==> src/rtl/register_window_value_codec_defines.svh <==
// Assertion macros shared by the codec RTL.
// Needs clk_i and rst_ni in the scope of each use.
`ifndef REGISTER_WINDOW_VALUE_CODEC_DEFINES_SVH
`define REGISTER_WINDOW_VALUE_CODEC_DEFINES_SVH

// Property checked at every clock edge outside reset.
`define RWVC_ASSERT(lbl, prop) \
  lbl: assert property (@(posedge clk_i) disable iff (!rst_ni) (prop)) \
    else $error("rwvc assertion failed");

// Antecedent in one cycle implies consequent in the next.
`define RWVC_ASSERT_NEXT(lbl, ante, cons) \
  lbl: assert property (@(posedge clk_i) disable iff (!rst_ni) (ante) |=> (cons)) \
    else $error("rwvc assertion failed");

`endif

==> src/rtl/rwvc_pkg.sv <==
// Types, constants and register indexes of the register window value codec.
// No dependencies.
package rwvc_pkg;

  localparam int unsigned MaxWords   = 4;
  localparam int unsigned CoreStages = 8;
  localparam int unsigned CfgIdxW    = 3;
  localparam int unsigned CfgDataW   = 7;

  typedef enum logic [CfgIdxW-1:0] {
    CFG_WORD_COUNT = 3'd0,
    CFG_BYTE_BIG   = 3'd1,
    CFG_WORD_BIG   = 3'd2,
    CFG_VALUE_BITS = 3'd3,
    CFG_SIGNED     = 3'd4,
    CFG_BCD        = 3'd5
  } cfg_idx_e;

  typedef enum logic {
    OP_DECODE = 1'b0,
    OP_ENCODE = 1'b1
  } op_e;

  typedef struct packed {
    logic [2:0] word_count;
    logic       byte_order_big;
    logic       word_order_big;
    logic [6:0] value_bits;
    logic       signed_mode;
    logic       bcd_mode;
  } cfg_t;

  typedef struct packed {
    logic        operation;
    logic [15:0] reg_word_0;
    logic [15:0] reg_word_1;
    logic [15:0] reg_word_2;
    logic [15:0] reg_word_3;
    logic [63:0] value_in;
  } in_beat_t;

  typedef struct packed {
    logic [63:0] value_out;
    logic [15:0] reg_out_0;
    logic [15:0] reg_out_1;
    logic [15:0] reg_out_2;
    logic [15:0] reg_out_3;
  } out_beat_t;

  // Item state carried down the pipeline.
  typedef struct packed {
    op_e         op;
    logic        neg;
    logic [63:0] plain;
    logic [63:0] work;
    logic [63:0] acc;
  } stage_t;

  // Effective window size, 1..4, and its low two bits minus one.
  function automatic logic [1:0] last_word(logic [2:0] wc);
    logic [1:0] r;
    if (wc == 3'd0) r = 2'd0;
    else if (wc > 3'(MaxWords)) r = 2'(MaxWords - 1);
    else r = wc[1:0] - 2'd1;
    return r;
  endfunction

endpackage

==> src/rtl/rwvc_core_stage.sv <==
// One BCD stage: eight double-dabble steps for encode or one byte of
// base-100 accumulation for decode. Depends on rwvc_pkg.
module rwvc_core_stage (
  input  rwvc_pkg::stage_t st_i,
  output rwvc_pkg::stage_t st_o
);
  import rwvc_pkg::*;

  logic [63:0] dig;
  logic [63:0] wk;
  logic [7:0]  byte_v;
  logic [63:0] dec_acc;

  always_comb begin
    dig = st_i.acc;
    wk = st_i.work;
    // Digits above the sixteenth fall off the top, which keeps the value mod 10^16.
    for (int j = 0; j < 8; j++) begin
      for (int k = 0; k < 16; k++) begin
        if (dig[4*k +: 4] >= 4'd5) dig[4*k +: 4] = dig[4*k +: 4] + 4'd3;
      end
      dig = {dig[62:0], wk[63]};
      wk = {wk[62:0], 1'b0};
    end
    byte_v = st_i.work[63:56];
    dec_acc = (st_i.acc << 6) + (st_i.acc << 5) + (st_i.acc << 2)
            + 64'({byte_v[7:4], 3'b000}) + 64'({byte_v[7:4], 1'b0})
            + 64'(byte_v[3:0]);
    st_o = st_i;
    if (st_i.op == OP_ENCODE) begin
      st_o.acc = dig;
      st_o.work = wk;
    end else begin
      st_o.acc = dec_acc;
      st_o.work = {st_i.work[55:0], 8'h00};
    end
  end
endmodule

==> config.mk <==
export PLATFORM = sky130hd
export DESIGN_NAME = rwvc_core_stage
export DESIGN_NICKNAME = d
export VERILOG_FILES = /design/src/rtl/register_window_value_codec_defines.svh /design/src/rtl/rwvc_pkg.sv /design/src/rtl/rwvc_core_stage.sv
export SDC_FILE = /design/constraint.sdc
export NUM_CORES = 1
export LEC_CHECK = 0
export BUFFER_PORTS_ARGS = -buffer_cell sky130_fd_sc_hd__buf_2
export CAP_MARGIN = 20
export CORE_ASPECT_RATIO = 1.25
export CORE_MARGIN = 2
export CORE_UTILIZATION = 55
export DETAILED_ROUTE_END_ITERATION = 10
export GPL_ROUTABILITY_DRIVEN = 0
export PLACE_DENSITY = 0.84
export SLEW_MARGIN = 20
export SYNTH_ARGS = -nofsm -noshare
export SYNTH_HDL_FRONTEND = slang
export SYNTH_SLANG_ARGS = --single-unit
==> constraint.sdc <==
create_clock -name vclk -period 25.7
set_input_delay 3.855 -clock vclk [all_inputs]
set_output_delay 3.855 -clock vclk [all_outputs]
set_load 0.01 [all_outputs]
==> summary.txt, run 1 <==
Outcome
  – Status: finished, final reports clean

Clock tree
  – CTS Hold Bufs: 0
  – Post-cts sizing count: 0
  – Post-CTS Setup Inserts: 0

Worst setup path
  – Crit path DAT: 11.11 ns
  – Slowest stage delay, CP: 0.39 ns
  – Worst setup EP type: output pin
  – WS Path Type: in2out
  – Worst Path Max Fanout: 7
  – Type of origin of the critical path: primary input
  – Worst path required time: 21.84 ns
  – Crit-path slowest cell: a21boi_1

Synthesis
  – Yosys cell types: 136
  – Mapped Cells: 3239
  – Synth top area share: 15.24%
  – Synth top area cells: ha_1, fa_1, a21oi_1
  – Synth cell count leaders: ha_1, a21oi_1, nor2_1
  – Register area share after synthesis: 0%
  – Synthesis Warnings: 0
  – Area leader, netlist: ha_1
  – Mapped Area: 23560 um^2
  – Top-count cell post-synth: ha_1
  – Mean Syn Cell Area: 7.273 um^2

Global route
  – Initial antenna violation count: 0
  – First-pass GRT wire length: 96080 um
  – GRT Total Usage: 24.13%
  – Grt ovf: 0
  – Number of global-route vias before repair: 21630
  – Largest net degree at the start of global routing: 71

Route
  – DRC: 0
  – WL/cell: 15.21 um
  – Final wirelength: 56820 um
  – Initial drt markers: 1367
  – DR vias: 23570
  – Number of routed nets with antenna violations: 0
  – Vias per cell: 6.311
  – First-pass DRT Iterations: 5

Finish
  – Post-layout util: 56.09%
  – Ant diodes: 0
  – Number of nets in the layout: 3723
  – Clk_buf instances: 0
  – Num sequential: 0
  – FF+latch area: 0 um^2
  – P&R area growth vs syn: 0.3451%
  – Layout cells sized above 1: 11.74%

STA
  – Hold Violations, Final: 0
  – Final setup margin: 10.73 ns
  – Final period util: 58.24%
  – Worst Tran Pin Value: 0.8977 ns
  – Tmin final: 14.97 ns
  – Setup-failing EPs final: 0
  – Fmax: 0.06681 GHz
  – Setup_tns: 0 ns
  – Slew Limit Fails: 0
  – RSZ-0062 raised after global routing: false
  – Relative slew slack: 39.64%

Die
  – Starting density of the core: 55.90%
  – Die height: 235.4 um
  – Top-Level Pins: 388
  – Die area: 44510 um^2
  – Horiz. Die Dim: 189.1 um
  – Rows: 84
  – Core box area: 42150 um^2

Placed design
  – DP HPWL: 46590 um
  – Port bufs: 136
  – Pre-CTS setup slack: 10.85 ns

Worst hold path
  – Worst Hold Class: in2out

Flow run
  – Max_cap viols: 0
## routing by layer
layer | global-route usage (%) | up-vias | wire length, um
met3 | 0.6857 | 136 | 1972
met1 | 30.48 | 11070 | 25280
met5 | 0 | - | 0
li1 | - | 11830 | -
met2 | 44.37 | 542 | 28010
met4 | 6.842 | 0 | 1564
## final cells by class
cell class / count / area, um^2
repair buffers: 139 / 705.7
well taps: 559 / 699.4
multi-input cells: 2807 / 21370
inverters: 230 / 863.3
fillers: 4005 / 18510
## final timing paths
kind                  slack [ns]  depth (start not counted)       end       from
worst max-delay path       10.73                         40  st_o[16]   st_i[13]
worst min-delay path        7.71                          0   st_o[0]  st_i[120]
## layout by cell type (no fill, tap or decap), types with 69 or more instances in the layout
master,instances
ha_1,287
a21oi_1,250
nor2_1,242
nand2_1,217
inv_1,212
o21ai_0,172
buf_2,135
nand2b_1,86
a21o_1,84
xnor2_1,81
a211oi_1,69
## stage by stage
step | instances | instance area, um^2 | hold slack [ns]
floorplan | 3246 | 23580 | 7.802
detailed placement | 3735 | 23640 | 7.710
global route | 3735 | 23640 | 7.710
CTS | 3735 | 23640 | 7.710
finish | 3735 | 23640 | 7.710
global placement | 3735 | 23640 | 7.710
## critical path: cells and delay by family
| family | cells | cell delay [ns] |
|---|---|---|
| mux | 3 | 0.71 |
| buf+inv | 9 | 1.06 |
| simple gates | 5 | 1.12 |
| compound gates | 15 | 2.73 |
| fa+ha+maj | 7 | 1.46 |
| xor+xnor | 1 | 0.16 |
## logic make-up (layout without fill, tap and decap cells)
| logic type | Yosys count | count (layout) | share of synthesized area [%] |
|---|---|---|---|
| AOI/OAI and AO/OA | 1216 | 1216 | 37.11 |
| adders and majority gates | 352 | 352 | 20.72 |
| buffers and inverters | 439 | 369 | 9.396 |
| and+or+nand+nor | 954 | 954 | 20.67 |
| other | 1 | 8 | 0.01592 |
| xor gates and xnor gates | 169 | 169 | 7.128 |
| muxes | 108 | 108 | 4.955 |
Power of run 1 is not shown: default switching activity piles up to over one toggle a cycle in this logic, so the estimate is an artifact.
==> run 2, diff against run 1 <==
Settings changed: ABC_AREA set to 1, PLACE_DENSITY 0.84 to 0.85.
Clock period 25.7 ns to 15.25 ns, I/O delays scaled along.
==> run 2 against run 1 <==
Compared with the run above: sequential share of layout area stayed put; hold slack worse by 3.1 ns; synthesized cell count grew 9.4%; core utilization grew 0.16 points; highest routed layer unchanged; critical path depth is 21 higher; largest cell class unchanged; synthesized area shrank 10%; count of clock-buffer cells in the layout stayed put; worst setup slack worse by 6.2 ns.
==> summary.txt, run 2 <==
Finish
  – Clk_buf instances: 0
  – Num sequential: 0
  – Number of nets in the layout: 4090
  – Commonest non-fill, non-tap cell in the layout: nand2_1
  – # fillers: 3860
  – Post-route design area: 21390 um^2
  – Multi-input gate area: 18060 um^2
  – P&R area growth vs syn: 1.178%
  – Layout cells sized above 1: 17.39%
  – Ant diodes: 0
  – Commonest cells after routing, fill and taps aside: nand2_1, inv_1, nand3_1
  – FF+latch area: 0 um^2

Route
  – Vias per cell: 5.423
  – DRC: 0
  – WL/cell: 11.89 um
  – Number of routed nets with antenna violations: 0
  – First-pass DRT Iterations: 5
  – DR vias: 21880
  – Final wirelength: 47960 um
  – Initial drt markers: 889

Worst hold path
  – WHS Path Cells: 0
  – Worst Hold Class: in2out
  – Worst Hold End: st_o[102]
  – Min-Delay Startpoint: st_i[94]

STA
  – Setup-failing EPs final: 0
  – Relative slew slack: 48.55%
  – Final period util: 70.37%
  – Tmin final: 10.73 ns
  – Setup_tns: 0 ns
  – Worst Tran Pin Value: 0.7620 ns
  – Hold Violations, Final: 0
  – Slew Limit Fails: 0
  – RSZ-0062 raised after global routing: false
  – Hold Slack: 4.575 ns
  – Final setup margin: 4.519 ns
  – Fmax: 0.09319 GHz

Worst setup path
  – Most used cell, CP: nand2_1
  – Slowest stage delay, CP: 0.26 ns
  – Worst setup EP type: output pin
  – Crit path DAT: 8.44 ns
  – Crit-path leading delay family: simple AND/OR/NAND/NOR gates
  – Worst Path Max Fanout: 5
  – Worst Path Buf+Inv: 14
  – Type of origin of the critical path: primary input
  – WS Path Type: in2out
  – Worst path required time: 12.96 ns
  – Crit-path slowest cell: or2_2
  – WP depth: 61

Die
  – Die area: 40040 um^2
  – Die height: 223.2 um
  – Starting density of the core: 55.59%
  – Rows: 80
  – Horiz. Die Dim: 179.4 um
  – Core box area: 38040 um^2
  – Top-Level Pins: 388

Global route
  – Grt ovf: 0
  – GRT Total Usage: 23.28%
  – Number of global-route vias before repair: 19750
  – Initial antenna violation count: 0
  – First-pass GRT wire length: 81540 um
  – Largest net degree at the start of global routing: 59

Synthesis
  – Register area share after synthesis: 0%
  – Yosys cell types: 53
  – Mapped Cells: 3544
  – Synth Area in XOR/XNOR: 1.716%
  – Post-synthesis compound-gate area fraction: 9.385%
  – Adder-cell share of the synthesized area: 23.04%
  – Mean Syn Cell Area: 5.967 um^2
  – Synth top area cells: nand2_1, ha_1, inv_1
  – Synth cell count leaders: nand2_1, inv_1, nand3_1
  – Post-Synth Simple-Gate Area: 51.04%
  – Combinational family with the most area after synthesis: simple AND/OR/NAND/NOR gates
  – Mapped Area: 21150 um^2
  – Area leader, netlist: nand2_1
  – Synth top area share: 18.64%
  – Mux cell area share after synthesis: 0.09467%
  – Synthesis Warnings: 0
  – Top-count cell post-synth: nand2_1

Clock tree
  – Post-cts sizing count: 0
  – Post-CTS Setup Inserts: 0
  – CTS Hold Bufs: 0

Placed design
  – Port bufs: 136
  – Pre-CTS setup slack: 4.579 ns
  – Cell Area, Placed: 21390 um^2
  – DP HPWL: 41870 um

Flow run
  – Max_cap viols: 0

Outcome
  – Status: finished, final reports clean
## run 2: cell count changes in the layout (fill, tap and decap cells not counted), moves of 155 or more
cell     delta
nand2_2   +222
nand2_1   +833
nor2_1    -155
inv_1     +298
nand3_1   +304
nand4_1   +161
## run 2: layout make-up
class,instances,share of cell area [%]
Inverter,538,9.439
Multi-Input combinational cell,2867,84.42
Tap cell,492,2.877
Timing Repair Buffer,138,3.263
## run 2: worst max-delay path by stage
stage                        start  endpoint  slack [ns]
after floorplan           st_i[57]  st_o[61]        5.36
after CTS                 st_i[56]  st_o[62]        4.56
after global routing      st_i[57]  st_o[62]        3.69
after detailed placement  st_i[56]  st_o[62]        4.58
final                     st_i[57]  st_o[62]        4.52
after global placement    st_i[56]  st_o[61]        4.76
## run 2: logic make-up (layout without fill, tap and decap cells)
family                   after synthesis  after routing
buffers and inverters                684            676
other                                  1              8
multiplexers                           2              2
XOR/XNOR                              38             38
AND/OR/NAND/NOR                     2136           2136
adder cells (fa/ha/maj)              351            351
AO/OA/AOI/OAI                        332            332
## run 2: per-layer routing
layer / vias up / global-route usage (%) / part of all wire (%)
met1: 9760 / 27.11 / 43
met3: 166 / 1.142 / 3.5
li1: 11540 / - / -
met5: - / 0 / 0
met2: 414 / 43.20 / 49
met4: 0 / 10.41 / 4.9
## run 2: through the flow
step	std cells	util [%]
6_report	4035	56.25
5_1_grt	4035	56.25
4_1_cts	4035	56.25
3_5_place_dp	4035	56.25
3_3_place_gp	4035	56.25
2_1_floorplan	3551	-
Power of run 2 is left out for the same reason.
