--- src/rtl/register_window_value_codec_defines.svh ---
// Assertion macros shared by the codec RTL.
// Needs clk_i and rst_ni in the scope of each use.
`ifndef REGISTER_WINDOW_VALUE_CODEC_DEFINES_SVH
`define REGISTER_WINDOW_VALUE_CODEC_DEFINES_SVH

// Property checked at every clock edge outside reset.
`define RWVC_ASSERT(lbl, prop) \
  lbl: assert property (@(posedge clk_i) disable iff (!rst_ni) (prop)) \
    else $error("rwvc assertion failed");

// Antecedent in one cycle implies consequent in the next.
`define RWVC_ASSERT_NEXT(lbl, ante, cons) \
  lbl: assert property (@(posedge clk_i) disable iff (!rst_ni) (ante) |=> (cons)) \
    else $error("rwvc assertion failed");

`endif

--- src/rtl/rwvc_pkg.sv ---
// Types, constants and register indexes of the register window value codec.
// No dependencies.
package rwvc_pkg;

  localparam int unsigned MaxWords   = 4;
  localparam int unsigned CoreStages = 8;
  localparam int unsigned CfgIdxW    = 3;
  localparam int unsigned CfgDataW   = 7;

  typedef enum logic [CfgIdxW-1:0] {
    CFG_WORD_COUNT = 3'd0,
    CFG_BYTE_BIG   = 3'd1,
    CFG_WORD_BIG   = 3'd2,
    CFG_VALUE_BITS = 3'd3,
    CFG_SIGNED     = 3'd4,
    CFG_BCD        = 3'd5
  } cfg_idx_e;

  typedef enum logic {
    OP_DECODE = 1'b0,
    OP_ENCODE = 1'b1
  } op_e;

  typedef struct packed {
    logic [2:0] word_count;
    logic       byte_order_big;
    logic       word_order_big;
    logic [6:0] value_bits;
    logic       signed_mode;
    logic       bcd_mode;
  } cfg_t;

  typedef struct packed {
    logic        operation;
    logic [15:0] reg_word_0;
    logic [15:0] reg_word_1;
    logic [15:0] reg_word_2;
    logic [15:0] reg_word_3;
    logic [63:0] value_in;
  } in_beat_t;

  typedef struct packed {
    logic [63:0] value_out;
    logic [15:0] reg_out_0;
    logic [15:0] reg_out_1;
    logic [15:0] reg_out_2;
    logic [15:0] reg_out_3;
  } out_beat_t;

  // Item state carried down the pipeline.
  typedef struct packed {
    op_e         op;
    logic        neg;
    logic [63:0] plain;
    logic [63:0] work;
    logic [63:0] acc;
  } stage_t;

  // Effective window size, 1..4, and its low two bits minus one.
  function automatic logic [1:0] last_word(logic [2:0] wc);
    logic [1:0] r;
    if (wc == 3'd0) r = 2'd0;
    else if (wc > 3'(MaxWords)) r = 2'(MaxWords - 1);
    else r = wc[1:0] - 2'd1;
    return r;
  endfunction

endpackage

--- src/rtl/rwvc_back.sv ---
// Back stage: picks the result and splits an encoded value into registers.
// Depends on rwvc_pkg.
module rwvc_back (
  input  rwvc_pkg::cfg_t      cfg_i,
  input  rwvc_pkg::stage_t    st_i,
  output rwvc_pkg::out_beat_t out_o
);
  import rwvc_pkg::*;

  logic [1:0]  nm1;
  logic [1:0]  sidx;
  logic [63:0] enc;
  logic [15:0] sw;
  logic [15:0] regs [MaxWords];

  always_comb begin
    nm1 = last_word(cfg_i.word_count);
    if (!cfg_i.bcd_mode) enc = st_i.plain;
    else if (st_i.neg) enc = '0;
    else enc = st_i.acc;
    for (int r = 0; r < MaxWords; r++) begin
      sidx = cfg_i.word_order_big ? (nm1 - 2'(r)) : 2'(r);
      sw = 16'(enc >> {sidx, 4'b0000});
      if (!cfg_i.byte_order_big) sw = {sw[7:0], sw[15:8]};
      regs[r] = (2'(r) <= nm1 && st_i.op == OP_ENCODE) ? sw : 16'h0000;
    end
    if (st_i.op == OP_ENCODE) out_o.value_out = '0;
    else out_o.value_out = cfg_i.bcd_mode ? st_i.acc : st_i.plain;
    out_o.reg_out_0 = regs[0];
    out_o.reg_out_1 = regs[1];
    out_o.reg_out_2 = regs[2];
    out_o.reg_out_3 = regs[3];
  end
endmodule

--- config.mk ---
export PLATFORM = sky130hd
export DESIGN_NAME = rwvc_back
export DESIGN_NICKNAME = d
export VERILOG_FILES = /design/src/rtl/register_window_value_codec_defines.svh /design/src/rtl/rwvc_pkg.sv /design/src/rtl/rwvc_back.sv
export SDC_FILE = /design/constraint.sdc
export NUM_CORES = 1
export LEC_CHECK = 0
export ABC_AREA = 1
export BUFFER_PORTS_ARGS = -buffer_cell sky130_fd_sc_hd__buf_2
export CELL_PAD_IN_SITES_DETAIL_PLACEMENT = 0
export CELL_PAD_IN_SITES_GLOBAL_PLACEMENT = 2
export CORE_MARGIN = 2
export CORE_UTILIZATION = 16
export DETAILED_ROUTE_END_ITERATION = 7
export PLACE_DENSITY = 0.87
export SETUP_SLACK_MARGIN = 0.1
export SLEW_MARGIN = 20
export SYNTH_ARGS = -nofsm -noshare
export SYNTH_HDL_FRONTEND = slang
export SYNTH_SLANG_ARGS = --single-unit
--- constraint.sdc ---
create_clock -name vclk -period 1.7
set_input_delay 0.17 -clock vclk [all_inputs]
set_output_delay 0.17 -clock vclk [all_outputs]
set_load 0.02 [all_outputs]
==> run metrics, run 1 <==
status finished, violations left; failing checks negative setup slack; WL/cell 17.7 um; DRC Markers 0; Power Density just under 400 mW/mm^2; Filler Cell Count about 3000; row cnt 60; vias in the first global route a little under 8000; Die ar. ~0.029 mm^2; chip height ~170 um; most common cell after layout, fill and taps aside nand2_1; net count after synthesis about 1300; Area contributors post-synth nand2_1 40%, nand3_1 14%, nor2_1 12%; Slew Limit Fails 0; share of cells above drive strength 1 57.7%; storage element area 0 um^2; number of port buffers 264; vias 8036; Slowest cell on crit path ha_4; HP Start st_i[174]; setup TNS -12360 ps; Max IR drop VDD 114 uV; worst relative slew slack just under 70%; Setup Viol. Count Final 64; final worst slack -274 ps; DP Area 0.00744 mm^2; Unique masters post-synth 20; first-pass GRT wire length 45900 um; required time of the critical path 1530 ps; seq_cells 0; pre-CTS setup slack -786 ps; Crit Path Class in -> out; Core ar. 0.0271 mm^2; total grt overflow 0; antenna diode instance count 0; initial antenna violation count 0; DP Wirelength 23400 um; HP Class in -> out; Worst Path Max Fanout 8; Hold Vio Cnt, Final 0; sequential-to-total area share from yosys stat 0%; cts hold-fix bufs 0; Synth area leader nand2_1; RSZ-0062 raised after global routing yes; Critical Path Max Stage Delay about 250 ps; Horiz. Die Dim 170 um; final WL 31200 um; critical path cell sequence buf_6, inv_4, ha_4, inv_1, nand2_2, buf_4, nand2_4, a21oi_4, buf_6, buf_12, buf_12, nand2_4, nand3_2, nand2_2, nor2_4, buf_6; IO Count ~340; Mapped Area ~0.0044 mm^2; Layout Nets 1605; Multi-input gate area 0.00568 mm^2; Vias/cell 4.55; Initial Util around 16%; post-synth top area share between 30% and 40%; mean post-synth cell area 4.24 um^2; crit path launch type primary input; antenna viol nets, final 0; Arr. time, crit path roughly 1800 ps; maxcap violations 0; Tmin final 1970 ps; fin area between 0.01 and 0.015 mm^2; DR iter-0 viols ~410; fmax 0.507 GHz; most used cell, CP buf_6; synthesis-to-layout area growth 126%; drt first pass iters 5; Warnings, synthesis 0; pin count of the biggest net entering global routing 86; routability congestion estimate between 0.8 and 0.9; CP Capture Point out_o[46]; Final Cycle Share 116%; all-layer global routing usage 20.6%; CP Capture Type output pin; leak pwr 5.15 nW; Synth Instances ~1000; Slew @ Worst Pin 477 ps; Critical Path Start cfg_i[12]; clock buf count 0; most frequent cells in the layout 321 x nand2_1, 196 x buf_2, 114 x nand2_2
-- area by class of cell --
cell class	instances	share of cell area, %
multi-input cells	914	56.6
repair buffers	421	36.2
inverters	59	2.52
well taps	372	4.64
-- where the power goes --
group / total, mW / switching [mW] / internal, mW
registers: 0 / 0 / 0
clock network: 0 / 0 / 0
logic: 3.98 / 2.34 / 1.64
-- how the worst min path moves through the flow --
stage | endpoint | depth (start not counted)
after global placement | out_o[70] | 4
after detailed placement | out_o[109] | 4
after global routing | out_o[95] | 4
final | out_o[110] | 4
after floorplan | out_o[70] | 2
after CTS | out_o[109] | 4
-- through the flow --
step                      utilization, %  power, mW  hold WS, ps  instances
after floorplan                        -       1.72          534       1045
after global placement              27.5       2.88          700       1735
after detailed placement            27.5       2.88          706       1735
after CTS                           34.8       3.73          707       1760
after global routing                37.0       4.27          738       1766
final                               37.0       3.98          707       1766
-- cell usage after synthesis --
cell type	number
o21ai_0	56
nand2_1	470
buf_6	6
clkbuf_1	23
buf_4	4
inv_2	3
buf_2	23
nor2_4	1
and2_1	16
o21bai_1	1
a21oi_2	1
a21oi_1	66
nor2_2	1
inv_1	56
ha_1	1
o21ai_1	24
nor2_1	145
nand2_2	4
nand3_1	128
buf_1	16
-- cell families after synthesis --
family                     after synthesis  synth area share [%]
AOI/OAI and AO/OA                      148                  16.9
adders and majority gates                1                 0.282
buffers and inverters                  131                  13.1
and+or+nand+nor                        765                  69.8
-- worst max-delay path, delay by kind of cell --
kind / cells / cell delay (ps)
adders and majority gates: 1 / 250
AOI/OAI and AO/OA: 1 / 170
buffers and inverters: 8 / 810
and+or+nand+nor: 6 / 400
-- layer usage --
layer,share of wire (%),GRT usage (%),up-vias
met5,0,0,-
met1,46,28.5,3739
met4,2.3,3.90,0
met2,48,34.9,234
li1,-,-,4039
met3,4.5,1.93,24
-- repair_timing --
action | 4_1_cts | 5_1_grt
resized for setup | 458 | 120
setup endpoints to repair | 64 | 64
buffers inserted | 11 | 2
cloned | 14 | 4
pin swaps | 44 | 22
(Power assumes the default switching activity.)
==> run 2, diff against run 1 <==
--- a/config.mk
+++ b/config.mk
@@ -12,7 +12,7 @@
 export CORE_MARGIN = 2
 export CORE_UTILIZATION = 16
 export DETAILED_ROUTE_END_ITERATION = 7
-export PLACE_DENSITY = 0.87
+export PLACE_DENSITY_LB_ADDON = 0.1
 export SETUP_SLACK_MARGIN = 0.1
 export SLEW_MARGIN = 20
 export SYNTH_ARGS = -nofsm -noshare
==> run 2 against run 1 <==
Net effect:
- the run still ends with negative setup slack left
- design area up 10%
- worst setup slack lost 11 ps
- hold slack worse by 2.0 ps
- critical path depth shrank 1
- combinational power rose by 12%
- first-iteration DRC count shrank 0.48%
- core utilization up 3.7 points
- count of clock-buffer cells in the layout unchanged
- sequential cell count stayed put
- via count rose by 0.61%
- total power grew 12%
- routed wire length up 6.1%
==> run metrics, run 2 (synthesized netlist as in run 1, its figures left out) <==
IO Count about 340; Crit path buffers/inverters 6; Arr. time, crit path 1810 ps; leak pwr 5.31 nW; final worst slack -285 ps; total grt overflow 0; Initial Util 16.4%; Hold Vio Cnt, Final 0; vias 8085; Filler Cell Count 2978; Tmin final between 1500 and 2000 ps; Cell Count, Final, Fillers Out 1780; antenna diode instance count 0; Setup Viol. Count Final 64; required time of the critical path 1530 ps; Crit Path Class in -> out; worst relative slew slack between 70 and 80%; Slew @ Worst Pin 406 ps; number of port buffers ~260; critical path cell sequence buf_8, inv_4, ha_4, buf_6, o21bai_4, nand2_4, buf_12, buf_16, nand2_1, nand2_2, nand2_2, nand2_1, nor2_2, nor2_4, buf_4; status finished, violations left; Core ar. 0.0271 mm^2; crit path launch type primary input; share of cells above drive strength 1 between 60% and 70%; RSZ-0062 raised after global routing yes; final core utilization 40.7%; WL/cell 18.6 um; Layout Nets 1619; Cells after DPL 1737; seq_cells 0; Worst Path Max Fanout 5; Slew Limit Fails 0; antenna viol nets, final 0; HP Class in -> out; storage element area 0 um^2; initial antenna violation count 0; Vias/cell 4.54; clock buf count 0; DR iter-0 viols between 400 and 500; DP Wirelength 24300 um; row cnt 60; most common cell after layout, fill and taps aside nand2_1; critical path's top delay family buffers and inverters; Slowest cell on crit path buf_12; synthesis-to-layout area growth 149%; CP Capture Type output pin; fmax between 0.5 and 0.6 GHz; maxcap violations 0; Max IR drop VDD 156 uV; all-layer global routing usage between 20% and 30%; Die ar. 0.0290 mm^2; chip height 170 um; DRC Markers 0; failing checks negative setup slack; Horiz. Die Dim around 170 um; Power Density 402 mW/mm^2; routability congestion estimate around 0.83; vias in the first global route between 7000 and 8000; Final Cycle Share 117%; first-pass GRT wire length between 40000 and 50000 um; drt first pass iters 7; pin count of the biggest net entering global routing 50; Critical Path Max Stage Delay about 170 ps; Multi-input gate area roughly 0.0064 mm^2; final WL 33100 um; most frequent cells in the layout 272 x nand2_1, 197 x buf_2, 152 x nand2_2
[run 2: cell count changes in the layout (fill, tap and decap cells not counted), sizes merged]
cell and delta:
bufbuf +1, clkbuf +3, buf +10
[run 2: through the flow]
stage	area [um^2]	total power [mW]	worst slack [ps]	TNS [ps]	hold WS, ps
after floorplan	4870	1.72	55.7	0	534
after global placement	7470	2.93	-452	-21920	705
after detailed placement	7470	2.92	-426	-20950	702
after CTS	9380	3.74	-279	-13410	708
after global routing	11000	4.74	-341	-18130	722
final	11000	4.44	-285	-14170	705
[run 2: final cells by class]
cell class / instances / area share (%)
Timing Repair Buffer: 435 / 35.5
Inverter: 59 / 2.27
Tap cell: 372 / 4.22
Multi-Input combinational cell: 914 / 58.0
[run 2: per-layer routing]
metal	wire length [um]	global-route usage (%)	vias to the layer above
met4	505	2.79	0
met1	15300	30.2	3780
met5	0	0	-
met2	16200	37.0	214
li1	-	-	4071
met3	1180	1.21	20
[run 2: worst paths after layout]
path	from	endpoint	cells past startpoint
max	cfg_i[11]	out_o[5]	15
min	st_i[174]	out_o[110]	4
[run 2: report_power, final]
part,internal [mW],switching [mW],total (mW)
Clock,0,0,0
Sequential,0,0,0
Combinational,1.87,2.57,4.44
[run 2: what timing repair did]
action / 4_1_cts / 5_1_grt
endpoints found under the setup margin: 64 / 64
gates resized for setup: 376 / 365
gates cloned: 18 / 8
hold buffers: 0 / 0
pin swaps: 36 / 98
setup buffers: 15 / 2
==> run 3, diff against run 2 <==
--- a/config.mk
+++ b/config.mk
@@ -13,7 +13,8 @@
 export CORE_UTILIZATION = 16
 export DETAILED_ROUTE_END_ITERATION = 7
 export PLACE_DENSITY_LB_ADDON = 0.1
-export SETUP_SLACK_MARGIN = 0.1
+export SETUP_SLACK_MARGIN = 0.5
+export SKIP_LAST_GASP = 1
 export SLEW_MARGIN = 20
 export SYNTH_ARGS = -nofsm -noshare
 export SYNTH_HDL_FRONTEND = slang
==> run 3 against run 2 <==
Net effect:
- the run still ends with negative setup slack left
- critical path depth up 1
- sequential share of layout area unchanged
- design area up 8.3%
- fmax down 1.1%
- die area unchanged
==> run metrics, run 3 (synthesized netlist as in run 1, its figures left out) <==
initial antenna violation count 0; final WL between 30000 and 40000 um; number of port buffers 264; Max IR drop VDD 139 uV; Critical Path Max Stage Delay approximately 190 ps; critical path's top delay family buffers and inverters; total grt overflow 0; leak pwr between 5 and 6 nW; fmax 0.498 GHz; Layout Nets about 1600; Crit Path Class in -> out; storage element area 0 um^2; synthesis-to-layout area growth 170%; IO Count approximately 340; cts hold-fix bufs 0; most frequent cells in the layout 262 x nand2_1, 152 x nand2_2, 148 x buf_2; WL/cell 18.4 um; first-pass GRT wire length 48600 um; antenna viol nets, final 0; Hold Slack just under 700 ps; Slew @ Worst Pin 438 ps; routability congestion estimate 0.784; share of cells above drive strength 1 between 60% and 70%; Slew Limit Fails 0; Core ar. 0.0271 mm^2; worst relative slew slack 70.8%; drt first pass iters 5; most used cell, CP nand2_4; Worst Path Max Fanout 6; HP Class in -> out; Crit path buffers/inverters 6; Arr. time, crit path 1840 ps; vias 8262; DP Wirelength about 24000 um; Initial Util between 10% and 20%; RSZ-0062 raised after global routing yes; Die ar. 0.0290 mm^2; clock buf count 0; setup TNS -14990 ps; fin area 0.0119 mm^2; Filler Cell Count 2913; critical path cell sequence buf_8, inv_12, ha_4, buf_6, nand2_4, nand2_4, nand2_4, nand2_4, a21oi_4, buf_6, clkbuf_16, nand2_8, nand2_4, nor2_4, nor2_4, buf_6; Slowest cell on crit path a21oi_4; Vias/cell 4.56; final total power roughly 4.6 mW; Setup Viol. Count Final 64; failing checks negative setup slack; Multi-input gate area 0.00655 mm^2; crit path launch type primary input; antenna diode instance count 0; seq_cells 0; Power Density slightly below 400 mW/mm^2; Tmin final 2010 ps; Horiz. Die Dim 170 um; Hold Vio Cnt, Final 0; DP Area 0.00782 mm^2; chip height 170 um; Final Cycle Share 118%; final worst slack -308 ps; required time of the critical path 1530 ps; most common cell after layout, fill and taps aside nand2_1; Cells after DPL between 1500 and 2000; Cell Count, Final, Fillers Out 1810; pin count of the biggest net entering global routing 84; all-layer global routing usage 21.8%; vias in the first global route around 8000; pre-CTS setup slack -659 ps; DRC Markers 0; DR iter-0 viols 510; maxcap violations 0; final core utilization 44.1%; CP Capture Type output pin; status finished, violations left; row cnt 60
-- run 3: changes by cell type in the layout (fill, tap and decap cells not counted), sizes merged --
cell / before / now
buf: 427 / 457
bufbuf: 1 / 2
clkbuf: 7 / 6
-- run 3: per-layer routing --
| metal | GRT usage (%) | part of all wire (%) |
|---|---|---|
| met3 | 0.744 | 2.8 |
| met5 | 0 | 0 |
| met1 | 31.6 | 48 |
| met4 | 0.483 | 0.42 |
| met2 | 37.9 | 49 |
-- run 3: report_power, final --
| part | switching, mW | total [mW] | internal, mW | leakage, nW |
|---|---|---|---|---|
| clock | 0 | 0 | 0 | 0 |
| combinational | 2.59 | 4.63 | 2.04 | 5.71 |
| sequential | 0 | 0 | 0 | 0 |
-- run 3: path summary, 6_finish.rpt --
| kind | startpoint | endpoint | slack, ps | cells past startpoint |
|---|---|---|---|---|
| max | cfg_i[12] | out_o[1] | -310 | 16 |
| min | st_i[137] | out_o[73] | 690 | 4 |
-- run 3: cell type report --
type | count | area share, %
Multi-Input combinational cell | 914 | 54.8
Tap cell | 372 | 3.90
Inverter | 59 | 2.34
Timing Repair Buffer | 465 | 39.0
-- run 3: tightest hold or removal path: stages --
cell and delay [ps]:
buf_2 100, nand2_2 70, a21oi_2 50, buf_6 130
-- run 3: what timing repair did --
| item | in CTS | in global routing |
|---|---|---|
| resized for setup | 552 | 291 |
| gates cloned | 26 | 6 |
| endpoints found under the setup margin | 113 | 117 |
| pin swaps | 89 | 93 |
| hold endpoints to repair | 0 | 0 |
| buffers inserted | 16 | 15 |
